`src/dwps_pkg.sv`:
```
// Shared widths, reset values, codes and control structs for the wheel speed meter.
`timescale 1ns / 1ps

package dwps_pkg;

   localparam int COUNT_WIDTH_DEFAULT = 32;

   // Configuration register widths
   localparam int MMK_W    = 14;
   localparam int SIGN_W   = 2;
   localparam int LIMIT_W  = 15;
   localparam int TPS_W    = 8;
   localparam int PERIOD_W = 10;

   // Item field widths
   localparam int OPCODE_W = 2;
   localparam int SPD_W    = 15;
   localparam int SEQ_W    = 32;
   localparam int POS_W    = 32;
   localparam int DIST_W   = 36;

   // Configuration port
   localparam int CSR_INDEX_W = 3;
   localparam int CSR_DATA_W  = 15;

   // Divider operand width: sample period and the distance scale both fit
   localparam int DVS_W = PERIOD_W;

   localparam logic [MMK_W-1:0]    MMK_RESET    = MMK_W'(580);
   localparam logic [SIGN_W-1:0]   SIGN_RESET   = SIGN_W'(1);
   localparam logic [LIMIT_W-1:0]  LIMIT_RESET  = LIMIT_W'(2500);
   localparam logic [TPS_W-1:0]    TPS_RESET    = TPS_W'(2);
   localparam logic [PERIOD_W-1:0] PERIOD_RESET = PERIOD_W'(10);
   localparam logic [DVS_W-1:0]    DIST_SCALE   = DVS_W'(1000);

   typedef enum logic [OPCODE_W-1:0] {
      OP_EDGES       = 2'd0,
      OP_TICK        = 2'd1,
      OP_RESET_ALL   = 2'd2,
      OP_RESET_SPEED = 2'd3
   } opcode_type;

   typedef enum logic [CSR_INDEX_W-1:0] {
      CSR_MM_PER_COUNT    = 3'd0,
      CSR_LEFT_SIGN       = 3'd1,
      CSR_RIGHT_SIGN      = 3'd2,
      CSR_SPEED_LIMIT     = 3'd3,
      CSR_TICKS_PER_SAMPLE = 3'd4,
      CSR_SAMPLE_PERIOD   = 3'd5
   } csr_index_type;

   // One multiply-divide pass of the shared divider
   typedef enum logic [1:0] {
      JOB_LEFT_SPEED  = 2'd0,
      JOB_RIGHT_SPEED = 2'd1,
      JOB_LEFT_DIST   = 2'd2,
      JOB_RIGHT_DIST  = 2'd3
   } job_type;

   typedef struct packed {
      logic    accept;
      logic    mul_en;
      logic    div_start;
      logic    store_en;
      logic    publish;
      job_type job;
   } cmd_type;

   typedef struct packed {
      logic sample_now;
      logic div_done;
   } status_type;

endpackage

```
`src/dwps_if.sv`:
```
// Valid/ready channel interfaces for request and response items.
`timescale 1ns / 1ps

interface dwps_req_if;
   import dwps_pkg::*;

   logic                valid;
   logic                ready;
   logic [OPCODE_W-1:0] opcode;
   logic                left_edge;
   logic                right_edge;

   modport source (output valid, output opcode, output left_edge, output right_edge,
                   input ready);
   modport sink   (input valid, input opcode, input left_edge, input right_edge,
                   output ready);
endinterface

interface dwps_rsp_if;
   import dwps_pkg::*;

   logic                     valid;
   logic                     ready;
   logic [SPD_W-1:0]         left_speed;
   logic [SPD_W-1:0]         right_speed;
   logic [SEQ_W-1:0]         sample_seq;
   logic signed [POS_W-1:0]  left_position;
   logic signed [POS_W-1:0]  right_position;
   logic [DIST_W-1:0]        left_distance_mm;
   logic [DIST_W-1:0]        right_distance_mm;

   modport source (output valid, output left_speed, output right_speed, output sample_seq,
                   output left_position, output right_position,
                   output left_distance_mm, output right_distance_mm, input ready);
   modport sink   (input valid, input left_speed, input right_speed, input sample_seq,
                   input left_position, input right_position,
                   input left_distance_mm, input right_distance_mm, output ready);
endinterface

```
`src/dwps_divider.sv`:
```
// Iterative restoring divider, two quotient bits per cycle.
`timescale 1ns / 1ps

module dwps_divider #(
   parameter int DIVIDEND_W = dwps_pkg::COUNT_WIDTH_DEFAULT + dwps_pkg::MMK_W
) (
   input  logic                       clock,
   input  logic                       reset,
   input  logic                       start,
   input  logic [DIVIDEND_W-1:0]      dividend,
   input  logic [dwps_pkg::DVS_W-1:0] divisor,
   output logic                       done,
   output logic [DIVIDEND_W-1:0]      quotient
);
   import dwps_pkg::*;

   localparam int STEPS  = (DIVIDEND_W + 1) / 2;
   localparam int WORK_W = 2 * STEPS;
   localparam int CNT_W  = $clog2(STEPS + 1);

   // work_ff shifts the dividend out at the top and the quotient in at the bottom
   logic [WORK_W-1:0] work_ff, work_in;
   logic [DVS_W-1:0]  rem_ff, rem_a, rem_b;
   logic [DVS_W-1:0]  dvs_ff;
   logic [CNT_W-1:0]  cnt_ff;
   logic              busy_ff;
   logic              done_ff;
   logic [DVS_W:0]    trial_a, trial_b;
   logic              q_a, q_b;

   always_comb begin
      trial_a = {rem_ff, work_ff[WORK_W-1]};
      q_a     = trial_a >= {1'b0, dvs_ff};
      rem_a   = q_a ? DVS_W'(trial_a - {1'b0, dvs_ff}) : trial_a[DVS_W-1:0];
      trial_b = {rem_a, work_ff[WORK_W-2]};
      q_b     = trial_b >= {1'b0, dvs_ff};
      rem_b   = q_b ? DVS_W'(trial_b - {1'b0, dvs_ff}) : trial_b[DVS_W-1:0];
      work_in = {work_ff[WORK_W-3:0], q_a, q_b};
   end

   always_ff @(posedge clock) begin
      if (reset) begin
         busy_ff <= 1'b0;
         done_ff <= 1'b0;
         cnt_ff  <= '0;
      end else begin
         done_ff <= 1'b0;
         if (start) begin
            busy_ff <= 1'b1;
            cnt_ff  <= CNT_W'(STEPS);
         end else if (busy_ff) begin
            cnt_ff <= cnt_ff - CNT_W'(1);
            if (cnt_ff == CNT_W'(1)) begin
               busy_ff <= 1'b0;
               done_ff <= 1'b1;
            end
         end
      end
   end

   always_ff @(posedge clock) begin
      if (start) begin
         work_ff <= WORK_W'(dividend);
         rem_ff  <= '0;
         dvs_ff  <= divisor;
      end else if (busy_ff) begin
         work_ff <= work_in;
         rem_ff  <= rem_b;
      end
   end

   assign done     = done_ff;
   assign quotient = work_ff[DIVIDEND_W-1:0];

endmodule

```
`src/dwps_datapath.sv`:
```
// Counters, configuration registers, multiply and divide datapath, response registers.
`timescale 1ns / 1ps

module dwps_datapath #(
   parameter int COUNT_WIDTH = dwps_pkg::COUNT_WIDTH_DEFAULT
) (
   input  logic                               clock,
   input  logic                               reset,
   input  dwps_pkg::cmd_type                  cmd,
   output dwps_pkg::status_type               status,
   input  logic [dwps_pkg::OPCODE_W-1:0]      req_opcode,
   input  logic                               req_left_edge,
   input  logic                               req_right_edge,
   input  logic                               csr_write_enable,
   input  logic [dwps_pkg::CSR_INDEX_W-1:0]   csr_index,
   input  logic [dwps_pkg::CSR_DATA_W-1:0]    csr_write_data,
   output logic [dwps_pkg::SPD_W-1:0]         rsp_left_speed,
   output logic [dwps_pkg::SPD_W-1:0]         rsp_right_speed,
   output logic [dwps_pkg::SEQ_W-1:0]         rsp_sample_seq,
   output logic signed [dwps_pkg::POS_W-1:0]  rsp_left_position,
   output logic signed [dwps_pkg::POS_W-1:0]  rsp_right_position,
   output logic [dwps_pkg::DIST_W-1:0]        rsp_left_distance_mm,
   output logic [dwps_pkg::DIST_W-1:0]        rsp_right_distance_mm
);
   import dwps_pkg::*;

   localparam int PROD_W = COUNT_WIDTH + MMK_W;

   // Configuration
   logic [MMK_W-1:0]    mmk_ff;
   logic [SIGN_W-1:0]   lsign_ff, rsign_ff;
   logic [LIMIT_W-1:0]  limit_ff;
   logic [TPS_W-1:0]    tps_ff;
   logic [PERIOD_W-1:0] period_ff;

   // Wheel state
   logic [COUNT_WIDTH-1:0] lpos_ff, rpos_ff, lfwd_ff, rfwd_ff, lsnap_ff, rsnap_ff;
   logic [SPD_W-1:0]       lfilt_ff, rfilt_ff;
   logic [TPS_W-1:0]       tick_ff, tick_in;
   logic [SEQ_W-1:0]       seq_ff;
   logic [DIST_W-1:0]      ldist_ff, rdist_ff;

   // Multiply and divide
   logic [COUNT_WIDTH-1:0] mul_a;
   logic [DVS_W-1:0]       divisor_in, divisor_ff;
   logic [PERIOD_W-1:0]    period_eff;
   logic [PROD_W-1:0]      prod_ff;
   logic [PROD_W-1:0]      quo;
   logic                   div_done;
   logic [SPD_W-1:0]       raw_speed;
   logic [DIST_W-1:0]      quo_dist;
   logic [COUNT_WIDTH-1:0] lstep, rstep;
   logic [POS_W-1:0]       lpos_out, rpos_out;

   // Response registers
   logic [SPD_W-1:0]        lspd_rsp_ff, rspd_rsp_ff;
   logic [SEQ_W-1:0]        seq_rsp_ff;
   logic [POS_W-1:0]        lpos_rsp_ff, rpos_rsp_ff;
   logic [DIST_W-1:0]       ldist_rsp_ff, rdist_rsp_ff;

   function automatic logic [SPD_W-1:0] filter_next(input logic [SPD_W-1:0] old_val,
                                                    input logic [SPD_W-1:0] raw_val);
      logic [SPD_W+1:0] sum;
      sum = {2'b00, old_val} + {1'b0, raw_val, 1'b0} + {2'b00, raw_val};
      return sum[SPD_W+1:2];
   endfunction

   always_ff @(posedge clock) begin
      if (reset) begin
         mmk_ff    <= MMK_RESET;
         lsign_ff  <= SIGN_RESET;
         rsign_ff  <= SIGN_RESET;
         limit_ff  <= LIMIT_RESET;
         tps_ff    <= TPS_RESET;
         period_ff <= PERIOD_RESET;
      end else if (csr_write_enable) begin
         unique case (csr_index)
            CSR_MM_PER_COUNT:     mmk_ff    <= csr_write_data[MMK_W-1:0];
            CSR_LEFT_SIGN:        lsign_ff  <= csr_write_data[SIGN_W-1:0];
            CSR_RIGHT_SIGN:       rsign_ff  <= csr_write_data[SIGN_W-1:0];
            CSR_SPEED_LIMIT:      limit_ff  <= csr_write_data[LIMIT_W-1:0];
            CSR_TICKS_PER_SAMPLE: tps_ff    <= csr_write_data[TPS_W-1:0];
            CSR_SAMPLE_PERIOD:    period_ff <= csr_write_data[PERIOD_W-1:0];
            default: ;
         endcase
      end
   end

   assign tick_in           = tick_ff + TPS_W'(1);
   assign status.sample_now = (req_opcode == OP_TICK) && (tick_in >= tps_ff);
   assign status.div_done   = div_done;

   assign lstep      = {{(COUNT_WIDTH-SIGN_W){lsign_ff[SIGN_W-1]}}, lsign_ff};
   assign rstep      = {{(COUNT_WIDTH-SIGN_W){rsign_ff[SIGN_W-1]}}, rsign_ff};
   assign period_eff = (period_ff == '0) ? PERIOD_W'(1) : period_ff;

   always_comb begin
      unique case (cmd.job)
         JOB_LEFT_SPEED: begin
            mul_a      = lfwd_ff - lsnap_ff;
            divisor_in = period_eff;
         end
         JOB_RIGHT_SPEED: begin
            mul_a      = rfwd_ff - rsnap_ff;
            divisor_in = period_eff;
         end
         JOB_LEFT_DIST: begin
            mul_a      = lfwd_ff;
            divisor_in = DIST_SCALE;
         end
         JOB_RIGHT_DIST: begin
            mul_a      = rfwd_ff;
            divisor_in = DIST_SCALE;
         end
      endcase
   end

   always_ff @(posedge clock) begin
      if (cmd.mul_en) begin
         prod_ff    <= PROD_W'(mul_a) * PROD_W'(mmk_ff);
         divisor_ff <= divisor_in;
      end
   end

   dwps_divider #(
      .DIVIDEND_W(PROD_W)
   ) u_divider (
      .clock    (clock),
      .reset    (reset),
      .start    (cmd.div_start),
      .dividend (prod_ff),
      .divisor  (divisor_ff),
      .done     (div_done),
      .quotient (quo)
   );

   // Clamp from above at the speed limit
   assign raw_speed = ((|quo[PROD_W-1:SPD_W]) || (quo[SPD_W-1:0] > limit_ff)) ?
                      limit_ff : quo[SPD_W-1:0];

   generate
      if (PROD_W >= DIST_W) begin : g_dist_trunc
         assign quo_dist = quo[DIST_W-1:0];
      end else begin : g_dist_ext
         assign quo_dist = {{(DIST_W-PROD_W){1'b0}}, quo};
      end
      if (COUNT_WIDTH >= POS_W) begin : g_pos_trunc
         assign lpos_out = lpos_ff[POS_W-1:0];
         assign rpos_out = rpos_ff[POS_W-1:0];
      end else begin : g_pos_ext
         assign lpos_out = {{(POS_W-COUNT_WIDTH){1'b0}}, lpos_ff};
         assign rpos_out = {{(POS_W-COUNT_WIDTH){1'b0}}, rpos_ff};
      end
   endgenerate

   always_ff @(posedge clock) begin
      if (reset) begin
         lpos_ff  <= '0;
         rpos_ff  <= '0;
         lfwd_ff  <= '0;
         rfwd_ff  <= '0;
         lsnap_ff <= '0;
         rsnap_ff <= '0;
         lfilt_ff <= '0;
         rfilt_ff <= '0;
         tick_ff  <= '0;
         seq_ff   <= '0;
      end else begin
         if (cmd.accept) begin
            unique case (opcode_type'(req_opcode))
               OP_EDGES: begin
                  if (req_left_edge) begin
                     lpos_ff <= lpos_ff + lstep;
                     lfwd_ff <= lfwd_ff + COUNT_WIDTH'(1);
                  end
                  if (req_right_edge) begin
                     rpos_ff <= rpos_ff + rstep;
                     rfwd_ff <= rfwd_ff + COUNT_WIDTH'(1);
                  end
               end
               OP_TICK: begin
                  if (status.sample_now) begin
                     tick_ff <= '0;
                     seq_ff  <= seq_ff + SEQ_W'(1);
                  end else begin
                     tick_ff <= tick_in;
                  end
               end
               OP_RESET_ALL: begin
                  lpos_ff  <= '0;
                  rpos_ff  <= '0;
                  lfwd_ff  <= '0;
                  rfwd_ff  <= '0;
                  lsnap_ff <= '0;
                  rsnap_ff <= '0;
                  lfilt_ff <= '0;
                  rfilt_ff <= '0;
                  tick_ff  <= '0;
                  seq_ff   <= '0;
               end
               OP_RESET_SPEED: begin
                  lsnap_ff <= lfwd_ff;
                  rsnap_ff <= rfwd_ff;
                  lfilt_ff <= '0;
                  rfilt_ff <= '0;
                  tick_ff  <= '0;
                  seq_ff   <= '0;
               end
            endcase
         end
         if (cmd.store_en) begin
            unique case (cmd.job)
               JOB_LEFT_SPEED: begin
                  lsnap_ff <= lfwd_ff;
                  lfilt_ff <= filter_next(lfilt_ff, raw_speed);
               end
               JOB_RIGHT_SPEED: begin
                  rsnap_ff <= rfwd_ff;
                  rfilt_ff <= filter_next(rfilt_ff, raw_speed);
               end
               JOB_LEFT_DIST:  ldist_ff <= quo_dist;
               JOB_RIGHT_DIST: rdist_ff <= quo_dist;
            endcase
         end
      end
   end

   always_ff @(posedge clock) begin
      if (cmd.publish) begin
         lspd_rsp_ff  <= lfilt_ff;
         rspd_rsp_ff  <= rfilt_ff;
         seq_rsp_ff   <= seq_ff;
         lpos_rsp_ff  <= lpos_out;
         rpos_rsp_ff  <= rpos_out;
         ldist_rsp_ff <= ldist_ff;
         rdist_rsp_ff <= rdist_ff;
      end
   end

   assign rsp_left_speed        = lspd_rsp_ff;
   assign rsp_right_speed       = rspd_rsp_ff;
   assign rsp_sample_seq        = seq_rsp_ff;
   assign rsp_left_position     = lpos_rsp_ff;
   assign rsp_right_position    = rpos_rsp_ff;
   assign rsp_left_distance_mm  = ldist_rsp_ff;
   assign rsp_right_distance_mm = rdist_rsp_ff;

endmodule

```
`src/dwps_ctrl.sv`:
```
// Controller state machine: sequences multiply-divide jobs and the response handshake.
`timescale 1ns / 1ps

module dwps_ctrl (
   input  logic                 clock,
   input  logic                 reset,
   input  logic                 req_valid,
   output logic                 req_ready,
   output logic                 rsp_valid,
   input  logic                 rsp_ready,
   input  dwps_pkg::status_type status,
   output dwps_pkg::cmd_type    cmd
);
   import dwps_pkg::*;

   typedef enum logic [2:0] {
      S_IDLE,
      S_MUL,
      S_DSTART,
      S_DWAIT,
      S_STORE,
      S_PUB
   } ctrl_state_type;

   ctrl_state_type state_ff;
   job_type        job_ff;
   logic           rsp_valid_ff;
   logic           out_free;

   function automatic job_type next_job(input job_type job);
      unique case (job)
         JOB_LEFT_SPEED:  return JOB_RIGHT_SPEED;
         JOB_RIGHT_SPEED: return JOB_LEFT_DIST;
         JOB_LEFT_DIST:   return JOB_RIGHT_DIST;
         JOB_RIGHT_DIST:  return JOB_RIGHT_DIST;
      endcase
   endfunction

   // The response register frees up in the same cycle it is taken
   assign out_free = !rsp_valid_ff || rsp_ready;

   always_comb begin
      req_ready     = (state_ff == S_IDLE);
      cmd.accept    = req_valid && (state_ff == S_IDLE);
      cmd.mul_en    = (state_ff == S_MUL);
      cmd.div_start = (state_ff == S_DSTART);
      cmd.store_en  = (state_ff == S_STORE);
      cmd.publish   = (state_ff == S_PUB) && out_free;
      cmd.job       = job_ff;
   end

   assign rsp_valid = rsp_valid_ff;

   always_ff @(posedge clock) begin
      if (reset) begin
         state_ff     <= S_IDLE;
         job_ff       <= JOB_LEFT_SPEED;
         rsp_valid_ff <= 1'b0;
      end else begin
         if (cmd.publish) begin
            rsp_valid_ff <= 1'b1;
         end else if (rsp_ready) begin
            rsp_valid_ff <= 1'b0;
         end
         unique case (state_ff)
            S_IDLE: begin
               if (req_valid) begin
                  // Items without a sample only refresh the distances
                  job_ff   <= status.sample_now ? JOB_LEFT_SPEED : JOB_LEFT_DIST;
                  state_ff <= S_MUL;
               end
            end
            S_MUL:    state_ff <= S_DSTART;
            S_DSTART: state_ff <= S_DWAIT;
            S_DWAIT: begin
               if (status.div_done) begin
                  state_ff <= S_STORE;
               end
            end
            S_STORE: begin
               if (job_ff == JOB_RIGHT_DIST) begin
                  state_ff <= S_PUB;
               end else begin
                  job_ff   <= next_job(job_ff);
                  state_ff <= S_MUL;
               end
            end
            S_PUB: begin
               if (out_free) begin
                  state_ff <= S_IDLE;
               end
            end
            default: state_ff <= S_IDLE;
         endcase
      end
   end

`ifndef NO_ASSERTIONS
   a_publish_no_overwrite: assert property (@(posedge clock) disable iff (reset)
      cmd.publish |-> (!rsp_valid_ff || rsp_ready))
      else $error("response register overwritten while still pending");

   a_accept_blocks_next: assert property (@(posedge clock) disable iff (reset)
      cmd.accept |=> !req_ready)
      else $error("new item taken while one is still in work");

   a_done_only_waiting: assert property (@(posedge clock) disable iff (reset)
      status.div_done |-> (state_ff == S_DWAIT))
      else $error("divider finished outside of the wait state");

   a_valid_from_publish: assert property (@(posedge clock) disable iff (reset)
      $rose(rsp_valid_ff) |-> $past(cmd.publish))
      else $error("response valid raised without a publish");
`endif

endmodule

```
`src/dual_wheel_pulse_speed_meter_unit.sv`:
```
// Top level of the dual wheel pulse speed meter.
// All multiply-divide jobs run through one shared divider.
// An item without a speed sample runs two multiply-divide jobs (distances), a sampling
// tick runs four (two speeds, two distances); each job passes multiply, divider start,
// divider wait and store; a new item is taken only after the last one is published.
// Synchronous active-high reset restores register defaults and clears all counters.
`timescale 1ns / 1ps

module dual_wheel_pulse_speed_meter_unit #(
   parameter int COUNT_WIDTH = dwps_pkg::COUNT_WIDTH_DEFAULT
) (
   input  logic                             clock,
   input  logic                             reset,
   dwps_req_if.sink                         req_channel,
   dwps_rsp_if.source                       rsp_channel,
   input  logic                             csr_write_enable,
   input  logic [dwps_pkg::CSR_INDEX_W-1:0] csr_index,
   input  logic [dwps_pkg::CSR_DATA_W-1:0]  csr_write_data
);
   import dwps_pkg::*;

   cmd_type    cmd;
   status_type status;

   dwps_ctrl u_ctrl (
      .clock     (clock),
      .reset     (reset),
      .req_valid (req_channel.valid),
      .req_ready (req_channel.ready),
      .rsp_valid (rsp_channel.valid),
      .rsp_ready (rsp_channel.ready),
      .status    (status),
      .cmd       (cmd)
   );

   dwps_datapath #(
      .COUNT_WIDTH(COUNT_WIDTH)
   ) u_datapath (
      .clock                 (clock),
      .reset                 (reset),
      .cmd                   (cmd),
      .status                (status),
      .req_opcode            (req_channel.opcode),
      .req_left_edge         (req_channel.left_edge),
      .req_right_edge        (req_channel.right_edge),
      .csr_write_enable      (csr_write_enable),
      .csr_index             (csr_index),
      .csr_write_data        (csr_write_data),
      .rsp_left_speed        (rsp_channel.left_speed),
      .rsp_right_speed       (rsp_channel.right_speed),
      .rsp_sample_seq        (rsp_channel.sample_seq),
      .rsp_left_position     (rsp_channel.left_position),
      .rsp_right_position    (rsp_channel.right_position),
      .rsp_left_distance_mm  (rsp_channel.left_distance_mm),
      .rsp_right_distance_mm (rsp_channel.right_distance_mm)
   );

endmodule
```
`src/flat_wrapper.sv`:
```
// flat-port wrapper written by rule: the top's interface ports become plain ports
module dual_wheel_pulse_speed_meter_unit_flat import dwps_pkg::*;
#(
   parameter int COUNT_WIDTH = dwps_pkg::COUNT_WIDTH_DEFAULT
)
  (clock, reset, csr_write_enable, csr_index, csr_write_data, req_channel_valid, req_channel_opcode, req_channel_left_edge, req_channel_right_edge, req_channel_ready, rsp_channel_valid, rsp_channel_left_speed, rsp_channel_right_speed, rsp_channel_sample_seq, rsp_channel_left_position, rsp_channel_right_position, rsp_channel_left_distance_mm, rsp_channel_right_distance_mm, rsp_channel_ready);
  dwps_req_if req_channel_i ();
  dwps_rsp_if rsp_channel_i ();
  input  logic clock;
  input  logic reset;
  input  logic csr_write_enable;
  input  logic [dwps_pkg::CSR_INDEX_W-1:0] csr_index;
  input  logic [dwps_pkg::CSR_DATA_W-1:0] csr_write_data;
  input wire logic [$bits(req_channel_i.valid)-1:0] req_channel_valid;
  input wire logic [$bits(req_channel_i.opcode)-1:0] req_channel_opcode;
  input wire logic [$bits(req_channel_i.left_edge)-1:0] req_channel_left_edge;
  input wire logic [$bits(req_channel_i.right_edge)-1:0] req_channel_right_edge;
  output wire logic [$bits(req_channel_i.ready)-1:0] req_channel_ready;
  output wire logic [$bits(rsp_channel_i.valid)-1:0] rsp_channel_valid;
  output wire logic [$bits(rsp_channel_i.left_speed)-1:0] rsp_channel_left_speed;
  output wire logic [$bits(rsp_channel_i.right_speed)-1:0] rsp_channel_right_speed;
  output wire logic [$bits(rsp_channel_i.sample_seq)-1:0] rsp_channel_sample_seq;
  output wire logic [$bits(rsp_channel_i.left_position)-1:0] rsp_channel_left_position;
  output wire logic [$bits(rsp_channel_i.right_position)-1:0] rsp_channel_right_position;
  output wire logic [$bits(rsp_channel_i.left_distance_mm)-1:0] rsp_channel_left_distance_mm;
  output wire logic [$bits(rsp_channel_i.right_distance_mm)-1:0] rsp_channel_right_distance_mm;
  input wire logic [$bits(rsp_channel_i.ready)-1:0] rsp_channel_ready;
  assign req_channel_i.valid = req_channel_valid;
  assign req_channel_i.opcode = req_channel_opcode;
  assign req_channel_i.left_edge = req_channel_left_edge;
  assign req_channel_i.right_edge = req_channel_right_edge;
  assign req_channel_ready = req_channel_i.ready;
  assign rsp_channel_valid = rsp_channel_i.valid;
  assign rsp_channel_left_speed = rsp_channel_i.left_speed;
  assign rsp_channel_right_speed = rsp_channel_i.right_speed;
  assign rsp_channel_sample_seq = rsp_channel_i.sample_seq;
  assign rsp_channel_left_position = rsp_channel_i.left_position;
  assign rsp_channel_right_position = rsp_channel_i.right_position;
  assign rsp_channel_left_distance_mm = rsp_channel_i.left_distance_mm;
  assign rsp_channel_right_distance_mm = rsp_channel_i.right_distance_mm;
  assign rsp_channel_i.ready = rsp_channel_ready;
  dual_wheel_pulse_speed_meter_unit #(.COUNT_WIDTH(COUNT_WIDTH)) u_core (.clock(clock), .reset(reset), .req_channel(req_channel_i), .rsp_channel(rsp_channel_i), .csr_write_enable(csr_write_enable), .csr_index(csr_index), .csr_write_data(csr_write_data));
endmodule
```
`config.mk`:
```
export PLATFORM = sky130hd
export DESIGN_NAME = dual_wheel_pulse_speed_meter_unit_flat
export DESIGN_NICKNAME = d
export VERILOG_FILES = /design/src/dwps_pkg.sv /design/src/dwps_if.sv /design/src/dwps_divider.sv /design/src/dwps_datapath.sv /design/src/dwps_ctrl.sv /design/src/dual_wheel_pulse_speed_meter_unit.sv /design/src/flat_wrapper.sv
export SDC_FILE = /design/constraint.sdc
export NUM_CORES = 2
export LEC_CHECK = 0
export BUFFER_PORTS_ARGS = -buffer_cell sky130_fd_sc_hd__buf_4
export CAP_MARGIN = 5
export CORE_ASPECT_RATIO = 0.7
export CORE_MARGIN = 4
export CORE_UTILIZATION = 57
export DETAILED_ROUTE_END_ITERATION = 10
export GPL_ROUTABILITY_DRIVEN = 0
export HOLD_SLACK_MARGIN = 0.08
export PLACE_DENSITY = 0.75
export SLEW_MARGIN = 5
export SYNTH_ARGS = -nofsm -noshare
export SYNTH_HDL_FRONTEND = slang
export SYNTH_SLANG_ARGS = --single-unit
export TNS_END_PERCENT = 50
```
`constraint.sdc`:
```
create_clock -name clock -period 11.6 [get_ports clock]
set_input_delay 1.74 -clock clock [delete_from_list [all_inputs] [get_ports clock]]
set_output_delay 1.74 -clock clock [all_outputs]
set_load 0.005 [all_outputs]
```
==> impl_metrics.ini <==
[run_status]
run_status = completed

[pwr]
power_per_cell_area_nw_per_um2 = 118
p_int_mw = 4.61
p_switching_mw = 1.86
leakage_nw = 23.8
ir_worst_vdd_v = 0.000130
switching_share = 0.287
p_total_mw = 6.47
clkPwrFrac = 0.373
combPwrFrac = 0.186
seq_power_share = 0.441

[critical_path]
critPathMaxStageDelay_ps = 1010
r2r_cells = 36
reg2reg_from = u_core.u_datapath.rfwd_ff[0]
cp_slowest_cell = o21ai_1
reg2reg_to = u_core.u_datapath.prod_ff[45]
startpoint = u_core.u_datapath.rfwd_ff[0]
critPathArrivalTime_ps = 10460
critPathCaptureType = register
cp_data_required_time_ps = 11990
critPathMaxFanout = 14
cp-start-kind = register
regToRegSetupSlack_ps = 1530
crit_path_frequent_cell = fa_1
path_class = register to register

[cts]
cts_buffers = 72
cts_tree = built
cts.reportedPaths.clkPinSlew_ps = 60
cts-htree-levels = 3
holdBufCountCts = 0
clock_latency_ps = 650
cts_buffer_depth = 3
cts_root_buf = clkbuf_16
cts.sinks = 718
cts-resized-gates = 0
post_cts_buffers = 0

[global_routing]
antenna_found_initial = 1
grtUsageMet2 = 0.408
grt_pass1_wl_um = 199000
grt_pass1_vias = 36180
grt_start_max_net_pins = 75
grt_busiest_layer = met2
grt_overflow = 0
grt_use_met3 = 0.0524
track_usage = 0.268
use_met1 = 0.399

[die]
die_h_um = 255
placementRows = 90
start_util = 0.575
die-area_um2 = 91700
die_w_um = 360
core_area_um2 = 86100
io_pins = 227

[timing]
hold_viol = 0
drv_slew = 0
period_share = 0.868
post-route-worst-setup-slack_ps = 1530
fmax_mhz = 99.3
period_minus_slack_ps = 10070
worst_slew_pin_slew_ps = 1340
clock_skew_ps = 46.2
slew_headroom = 0.106
rsz0062_at_grt = no
setup_viol = 0
final.setup.tns_ps = 0

[drt]
drt_wl_total_um = 123000
antenna_left = 0
avgRoutedWirePerCell_um = 19.3
vias = 37226
drc_errors = 0
vias_per_cell = 5.85
firstDrtPassIters = 7
drt_iter0_drc = 3448

[run]
maxCapViolations = 0

[placement]
place_ws_ps = 1700
numPortBuffers = 226
dpl.hpwl_um = 89900

[layout]
final_cell_mix = nand2_1, inv_1, fa_1, edfxtp_1, dfxtp_1
multi_input_area_um2 = 28500
areaGrowthSynthToFinish_pct = 10.8
seq_area_um2 = 18200
final_common_cell = nand2_1
num-nets-final = 5884
fin_util = 0.637
fill_cells = 6804
drive_gt1_frac = 0.0947

[hold_path]
hold_path_class = register to register
hold_depth = 0
hold_start = u_core.u_datapath.rdist_ff[28]
hold_path_end = u_core.u_datapath.rsp_right_distance_mm[28]

[synthesis]
synth_area_per_cell_um2 = 9.92
ys.flop_type = edfxtp_1
syn_inst = 4992
ys_seq_elements = 718
syn_nets = 5727
synth-edff-count = 382
yosysSeqAreaShare = 0.368
synth_cell_types = 101
synthArstFlopShare = 0
netlist_area_um2 = 49500
synth_warnings = 0
## how the worst max path moves through the flow
stage	end	slack (ps)	cells after the start
4_1_cts	u_core.u_datapath.prod_ff[45]	1670	35
6_report	u_core.u_datapath.prod_ff[45]	1530	36
2_1_floorplan	u_core.u_datapath.rsp_left_distance_mm[0]	810	2
3_3_place_gp	u_core.u_datapath.prod_ff[42]	1990	36
5_1_grt	u_core.u_datapath.prod_ff[45]	980	36
3_5_place_dp	u_core.u_datapath.prod_ff[45]	1700	36
## synthesized netlist by cell type, types with 30 or more instances
library cell	n	area share
nand2_1	668	0.051
inv_1	540	0.041
fa_1	393	0.16
edfxtp_1	382	0.23
dfxtp_1	336	0.14
ha_1	315	0.080
a21oi_1	270	0.027
nor2_1	264	0.020
and2_1	205	0.026
clkbuf_1	186	0.014
xnor2_1	155	0.027
a21o_1	129	0.020
o21ai_0	120	0.012
xor2_1	106	0.019
nand3_1	88	0.0089
a22o_1	80	0.014
nor3_1	65	0.0066
a22oi_1	52	0.0079
nand4_1	41	0.0052
and3_1	37	0.0047
o21ai_1	34	0.0034
or3_1	33	0.0042
nand2b_1	30	0.0038
o21a_1	30	0.0045
o21bai_1	30	0.0045
## sequential cells by signal, indices dropped and copies added, names as in the netlist, 32 cells and up
name / flops
u_core.u_datapath.rdist_ff: 36
u_core.u_datapath.rsp_right_position: 32
u_core.u_datapath.lpos_ff: 32
u_core.u_datapath.rsp_sample_seq: 32
u_core.u_datapath.rsp_left_distance_mm: 36
u_core.u_datapath.lsnap_ff: 32
u_core.u_datapath.ldist_ff: 36
u_core.u_datapath.rsp_left_position: 32
u_core.u_datapath.lfwd_ff: 32
u_core.u_datapath.seq_ff: 32
u_core.u_datapath.rfwd_ff: 32
u_core.u_datapath.rsp_right_distance_mm: 36
u_core.u_datapath.u_divider.quotient: 46
u_core.u_datapath.rsnap_ff: 32
u_core.u_datapath.prod_ff: 46
u_core.u_datapath.rpos_ff: 32
## power groups by stage
stage	combinational [mW]	clock, mW	sequential [mW]
final	1.20	2.41	2.85
after global routing	1.34	2.56	2.86
after CTS	1.19	2.45	2.85
after detailed placement	1.17	0	2.91
after global placement	1.14	0	2.90
after floorplan	0.868	0	2.87
## layer usage
| metal | vias to the layer above | share of wire |
|---|---|---|
| met5 | - | 0 |
| met4 | 0 | 0.021 |
| met3 | 192 | 0.094 |
| met2 | 1553 | 0.43 |
| met1 | 18157 | 0.45 |
| li1 | 17324 | - |
## worst max-delay path: cells and delay by family, from the launching register on
kind | cells | cell delay, ps
and+or+nand+nor | 4 | 960
adders and majority gates | 9 | 3740
buffers and inverters | 5 | 340
DFF | 1 | 480
xor gates and xnor gates | 2 | 240
AOI/OAI and AO/OA | 16 | 4070
## kinds of logic (layout without fill, tap and decap cells)
group | Yosys count | count (layout) | synth area share
other cells | 0 | 2 | 0
buf+inv | 748 | 964 | 0.0575
xor+xnor | 261 | 261 | 0.0462
fa+ha+maj | 708 | 708 | 0.239
flops | 718 | 718 | 0.368
compound gates | 952 | 952 | 0.130
mux | 51 | 51 | 0.0110
simple gates | 1554 | 1554 | 0.149
## cell type report
class / instances / share of cell area
Timing Repair Buffer: 290 / 0.0397
Inverter: 541 / 0.0370
Tap cell: 1150 / 0.0262
Sequential cell: 718 / 0.332
Antenna cell: 2 / 0.0000912
Clock inverter: 46 / 0.0107
Clock buffer: 87 / 0.0346
Multi-Input combinational cell: 3526 / 0.520
## through the flow
stage / area [um2] / hold slack (ps) / instances
after global placement: 52400 / 401 / 6225
after CTS: 54900 / 410 / 6358
after detailed placement: 52400 / 405 / 6225
final: 54900 / 405 / 6360
after floorplan: 49500 / 400 / 4992
after global routing: 54900 / 414 / 6359
(Power assumes the default switching activity.)
